**src/rtl/arsl_pkg.sv**
```systemverilog
// ----------------------------------------------------------------------------
// Address region slot table package
// Item types, operation and status codes, and the command and status groups
// that join the controller to the datapath.
// ----------------------------------------------------------------------------
package arsl_pkg;

  localparam int DEF_NUM_SLOTS = 64;
  localparam int DEF_ADDR_BITS = 48;

  localparam int KIND_W   = 2;
  localparam int ADDR_W   = 48;
  localparam int LEN_W    = 32;
  localparam int SLOT_W   = 6;
  localparam int STATUS_W = 2;

  localparam logic [KIND_W-1:0] KIND_ALLOC  = 2'd0;
  localparam logic [KIND_W-1:0] KIND_FREE   = 2'd1;
  localparam logic [KIND_W-1:0] KIND_LOOKUP = 2'd2;

  localparam logic [STATUS_W-1:0] STATUS_OK      = 2'd0;
  localparam logic [STATUS_W-1:0] STATUS_FULL    = 2'd1;
  localparam logic [STATUS_W-1:0] STATUS_MISSING = 2'd2;

  typedef struct packed {
    logic [KIND_W-1:0] kind;
    logic [ADDR_W-1:0] address;
    logic [LEN_W-1:0]  region_length;
  } req_t;

  typedef struct packed {
    logic [SLOT_W-1:0]   slot_index;
    logic [STATUS_W-1:0] status;
  } rsp_t;

  typedef enum logic [1:0] {
    ST_IDLE,
    ST_SCAN,
    ST_CHECK
  } state_t;

  typedef struct packed {
    logic                take_item;
    logic                inc_cnt;
    logic                alloc_write;
    logic                free_clear;
    logic                load_out;
    logic [STATUS_W-1:0] out_status;
  } ctl_cmd_t;

  typedef struct packed {
    logic is_alloc;
    logic is_free;
    logic slot_active;
    logic match;
    logic last;
    logic out_free;
  } dp_stat_t;

endpackage

```
**src/rtl/arsl_ctrl.sv**
```systemverilog
// ----------------------------------------------------------------------------
// Address region slot table controller
// Steps the slot scan for each item and decides when and how it ends.
// ----------------------------------------------------------------------------
module arsl_ctrl (
  input  logic               clk,
  input  logic               rst,
  input  logic               req_valid,
  output logic               req_ready,
  input  arsl_pkg::dp_stat_t stat,
  output arsl_pkg::ctl_cmd_t cmd
);
  import arsl_pkg::*;

  state_t state;
  state_t state_next;

  always_ff @(posedge clk) begin
    if (rst) begin
      state <= ST_IDLE;
    end else begin
      state <= state_next;
    end
  end

  always_comb begin
    state_next = state;
    unique case (state)
      ST_IDLE: begin
        if (req_valid) begin
          state_next = ST_SCAN;
        end
      end
      ST_SCAN: begin
        if (stat.is_alloc) begin
          if ((!stat.slot_active || stat.last) && stat.out_free) begin
            state_next = ST_IDLE;
          end
        end else if (stat.slot_active) begin
          state_next = ST_CHECK;
        end else if (stat.last && stat.out_free) begin
          state_next = ST_IDLE;
        end
      end
      ST_CHECK: begin
        if (stat.match || stat.last) begin
          if (stat.out_free) begin
            state_next = ST_IDLE;
          end
        end else begin
          state_next = ST_SCAN;
        end
      end
      default: state_next = ST_IDLE;
    endcase
  end

  always_comb begin
    cmd = '0;
    cmd.out_status = STATUS_OK;
    req_ready = 1'b0;
    unique case (state)
      ST_IDLE: begin
        req_ready     = 1'b1;
        cmd.take_item = req_valid;
      end
      ST_SCAN: begin
        if (stat.is_alloc) begin
          if (!stat.slot_active) begin
            cmd.alloc_write = stat.out_free;
            cmd.load_out    = stat.out_free;
          end else if (stat.last) begin
            cmd.out_status = STATUS_FULL;
            cmd.load_out   = stat.out_free;
          end else begin
            cmd.inc_cnt = 1'b1;
          end
        end else if (!stat.slot_active) begin
          if (stat.last) begin
            cmd.out_status = STATUS_MISSING;
            cmd.load_out   = stat.out_free;
          end else begin
            cmd.inc_cnt = 1'b1;
          end
        end
      end
      ST_CHECK: begin
        if (stat.match) begin
          cmd.free_clear = stat.is_free && stat.out_free;
          cmd.load_out   = stat.out_free;
        end else if (stat.last) begin
          cmd.out_status = STATUS_MISSING;
          cmd.load_out   = stat.out_free;
        end else begin
          cmd.inc_cnt = 1'b1;
        end
      end
      default: begin
        cmd = '0;
      end
    endcase
  end

endmodule

```
**config.mk**
```make
export PLATFORM = sky130hd
export DESIGN_NAME = arsl_ctrl
export DESIGN_NICKNAME = d
export VERILOG_FILES = /design/src/rtl/arsl_pkg.sv /design/src/rtl/arsl_ctrl.sv
export SDC_FILE = /design/constraint.sdc
export NUM_CORES = 1
export LEC_CHECK = 0
export BUFFER_PORTS_ARGS = -buffer_cell sky130_fd_sc_hd__buf_2
export CAP_MARGIN = 20
export CORE_AREA = 5 5 42 44
export DETAILED_ROUTE_END_ITERATION = 10
export DIE_AREA = 0 0 47 49
export REMOVE_ABC_BUFFERS = 1
export SETUP_SLACK_MARGIN = 0.02
export SYNTH_ARGS = -nofsm -noshare
export SYNTH_HDL_FRONTEND = slang
export SYNTH_SLANG_ARGS = --single-unit
```
**constraint.sdc**
```tcl
create_clock -name clk -period 1.71 [get_ports clk]
set_input_delay 0.171 -clock clk [delete_from_list [all_inputs] [get_ports clk]]
set_output_delay 0.171 -clock clk [all_outputs]
set_load 0.02 [all_outputs]
```
Word-level counts from Yosys, hierarchy flattened
Cells that the tools add are included.
Cells by class
  equal/unequal tests: 6
  muxes and demuxes: 30
  reductions and logical operators: 8
Operators with widths (number)
  $mux W2: 9
  $mux W1: 14
  $mux W3: 4
  $ne A3 B3 Y1 const B: 2
  $pmux W2 S3: 1
  $pmux W3 S2: 1
  $ne A4 B4 Y1 const B: 1
  $reduce_and A4 Y1: 1
  $logic_and A1 B1 Y1: 3
  $eq A2 B1 Y1 const B: 1
  $eq A2 B2 Y1 const B: 1
  $logic_not A2 Y1: 1
  $logic_or A1 B1 Y1: 2
  $ne A2 B2 Y1 const B: 1
  $pmux W1 S2: 1
  $logic_not A1 Y1: 1
Word-level totals
  register bits: 2
  bits of input ports: 9
  output and inout port bits: 8
  word-level logic and storage cells: 45

Longest topological paths before layout
  depth after elaboration: 6
  gate-level depth with buffers: 6
  depth with buffers taken out: 6

Least setup slack after synthesis
No wires, ideal clock.
  path kind: register -> register
  start point: register state[0]
  end point: register state[0]
  setup time: 0.121 ns
  arrival: 1.390 ns
  data required time: 1.589 ns
  setup slack: 0.198 ns
  cell stages (with the launch flop): 7
  path buffers: 0
  period minus slack after synthesis: 1.512 ns
  cells stage by stage: dfxtp_1 > inv_1 > ha_1 > inv_1 > o22ai_1 > a31o_1 > mux2_4
On the way
  longest elaborated chain between the ends: 3
  elaborated cells on any way between the ends: 9
  those cells by class: 6 x eq/ne; 1 x mux; 2 x reduce/logical
RTL lines
  start: declaration: RTL line arsl_ctrl.sv:15  | state_t state;
  start signal: assignment: RTL line arsl_ctrl.sv:22  | state <= state_next;
  $eq A2 B1 Y1, or another cell as far along: RTL line arsl_ctrl.sv:28  | unique case (state)
  $ne A4 B4 Y1 (no source line), or another cell as far along
  $reduce_and A4 Y1 (no source line)
Parallel ways exist; a longest one is shown, timed or not.
A chain may end at the register's enable or synchronous reset.

==> qor.yml <==
setup_path:
  critPathLaunchType: "flop"
  critical_path_class: "reg -> out"
  cp.depth: 6
  crit_chain: "inv_2 -> ha_2 -> nor2b_4 -> a31oi_1 -> nor3b_1 -> buf_2"
  regToRegSetupSlack_ps: 220
  crit_path_end: "cmd[5]"
  critPathLaunch: "state[0]$_SDFFE_PP0P_"
  critical-path-top-delay-family: "simple AND/OR/NAND/NOR gates"
  worstReg2RegEnd: "state[0]$_SDFFE_PP0P_"
  cp_max_fo: 4
  cp.arrival_ps: 1400
  r2r_cells: 6
  endpoint_kind: "primary output"
  worstReg2RegStart: "state[0]$_SDFFE_PP0P_"
  critPathRequiredTime_ps: 1540
  crit_buf_inv: 2
  crit_slowest_cell: "dfxtp_1"
  slowest_delay_ps: 330
floorplan:
  num_rows: 14
  fp.dieW_um: 47
  start_util: 0.211
  die_h_um: 49
  design.core.area_um2: 1400
  fp.dieArea_um2: 2300
  pin_count: 17
grt:
  antenna_found_initial: 0
  globalRouteOverflowTotal: 0
  grt_pass1_vias: 304
  grtUsageTotal: 0.0724
  grt_max_degree: 8
  grt_pass1_wl_um: 1160
synthesis:
  synthMostInstantiatedCell: "inv_1"
  synth_seq_cells: 2
  synth_common_cells: "6 x inv_1, 5 x nor2_1, 4 x ha_1"
  synth-main-ff-cell: "dfxtp_1"
  synth_edf_count: 0
  synth_cells: 41
  netlist_area_um2: 295
  ys_types: 22
  synth.area.top_cells: "ha_1 17%, dfxtp_1 14%, inv_1 7.6%"
  yosysSeqAreaShare: 0.136
  yosys_warnings: 0
  yosys.area.top_type: "ha_1"
  synth.avg_cell_area_um2: 7.20
  ys_async_sr_fraction: 0
  netlist.area_leader.share: 0.169
timing:
  setup_ws_ps: 140
  tns_ps: 0
  grt_setup_unrepaired: "no"
  fmax_ghz: 0.637
  fin_crit_sh: 0.918
  period_minus_slack_ps: 1570
  finClkSkew_ps: 0.679
  setup_viol: 0
  hold_viol: 0
  drv_slew: 0
  tightest_slew_ps: 211
  max-slew-margin-rel: 0.858
final_layout:
  nFillCells: 159
  n_antenna_cell: 0
  regMostFlops: "state"
  nets: 75
  final_util: 0.308
  multiInputGateArea_um2: 245
  top_regs: "state (2)"
  largest_reg_flops: 2
  finalInstanceArea_um2: 432
  area_growth_pct: 46.2
  regArea_um2: 41.3
  drive_gt1_frac: 0.450
cts:
  clk_latency_ps: 220
  h-tree-depth: 1
  path_clk_slew_ps: 30
  cts_resized: 0
  cts_tree: "built"
  cts_setup_buffers: 0
  cts_made_buffers: 3
  clockRootBuffer: "clkbuf_4"
  clock-sinks: 2
  cts_buffer_depth: 2
  postCtsHoldBufs: 0
power_and_ir_drop:
  power_mw: 0.372
  power_density_nw_per_um2: 862
  p_seq_frac: 0.181
  p_sw_mw: 0.149
  intPower_mw: 0.223
  combPwrFrac: 0.544
  p_leak_nw: 0.219
  swShare: 0.400
  p_clk_frac: 0.275
  ir_drop_mv: 0.255
detailed_routing:
  routed_wl_um: 745
  antenna_left: 0
  drtPass1Iterations: 3
  drc: 0
  post_drt_via_cell_ratio: 4.32
  drtIter0Drc: 4
  vias: 328
  post_drt_wl_per_cell_um: 9.80
place:
  gp_congestion: 0.756
  postPlaceCellArea_um2: 395
  portBuffers: 16
  dp_slack_ps: 170
status:
  status: "finished clean"
min_path:
  min-delay-path-class: "in -> reg"
job:
  maxCapViolations: 0
==> through the flow <==
| stage | cells | hold slack (ps) |
|---|---|---|
| 2_1_floorplan | 41 | 351 |
| 3_3_place_gp | 73 | 504 |
| 3_5_place_dp | 73 | 506 |
| 4_1_cts | 76 | 268 |
| 5_1_grt | 76 | 285 |
| 6_report | 76 | 277 |
==> metal layers <==
| metal | track usage | share of wire |
|---|---|---|
| met3 | 0.0221 | 0.13 |
| met5 | 0 | 0 |
| met1 | 0.0700 | 0.40 |
| met2 | 0.109 | 0.46 |
| met4 | 0.0783 | 0 |
==> cells in the final DEF (no fill, tap or decap), drive strengths merged, types with 2 or more instances in the layout <==
master / instances
nand2b: 2
clkbuf: 3
buf: 16
ha: 4
and3: 2
inv: 6
a21oi: 3
o21ai: 3
a31o: 2
dfxtp: 2
nor2b: 2
nor2: 5
==> final cells by class <==
cell class	instances	area share
clock buffers	3	0.0522
inverters	6	0.0522
multi-input cells	33	0.568
flip-flops and latches	2	0.0957
well taps	16	0.0464
repair buffers	16	0.186
==> worst min path at each step <==
stage	depth (start not counted)	to	startpoint
final	3	state[1]$_SDFFE_PP0P_	rst
after global routing	3	state[1]$_SDFFE_PP0P_	rst
after CTS	3	state[1]$_SDFFE_PP0P_	rst
after detailed placement	3	state[1]$_SDFFE_PP0P_	rst
after global placement	3	state[1]$_SDFFE_PP0P_	rst
after floorplan	2	state[1]$_SDFFE_PP0P_	rst
==> power groups by stage <==
| stage | clock [mW] | combinational (mW) | sequential [mW] |
|---|---|---|---|
| after floorplan | 0 | 0.146 | 0.0637 |
| after global placement | 0 | 0.201 | 0.0647 |
| after detailed placement | 0 | 0.200 | 0.0660 |
| after CTS | 0.113 | 0.201 | 0.0653 |
| after global routing | 0.121 | 0.228 | 0.0692 |
| final | 0.102 | 0.202 | 0.0672 |
==> cell families after synthesis <==
kind of cell,after synthesis,share of synthesized area
buffers and inverters,6,0.0763
and+or+nand+nor,18,0.364
DFF,2,0.136
adders and majority gates,4,0.169
muxes,1,0.0508
AOI/OAI and AO/OA,10,0.203
==> worst min-delay path, cell delays in order <==
cell,delay [ps]
buf_2,120
inv_1,50
a31o_1,120
No activity file was read; power rests on OpenSTA's default activity.
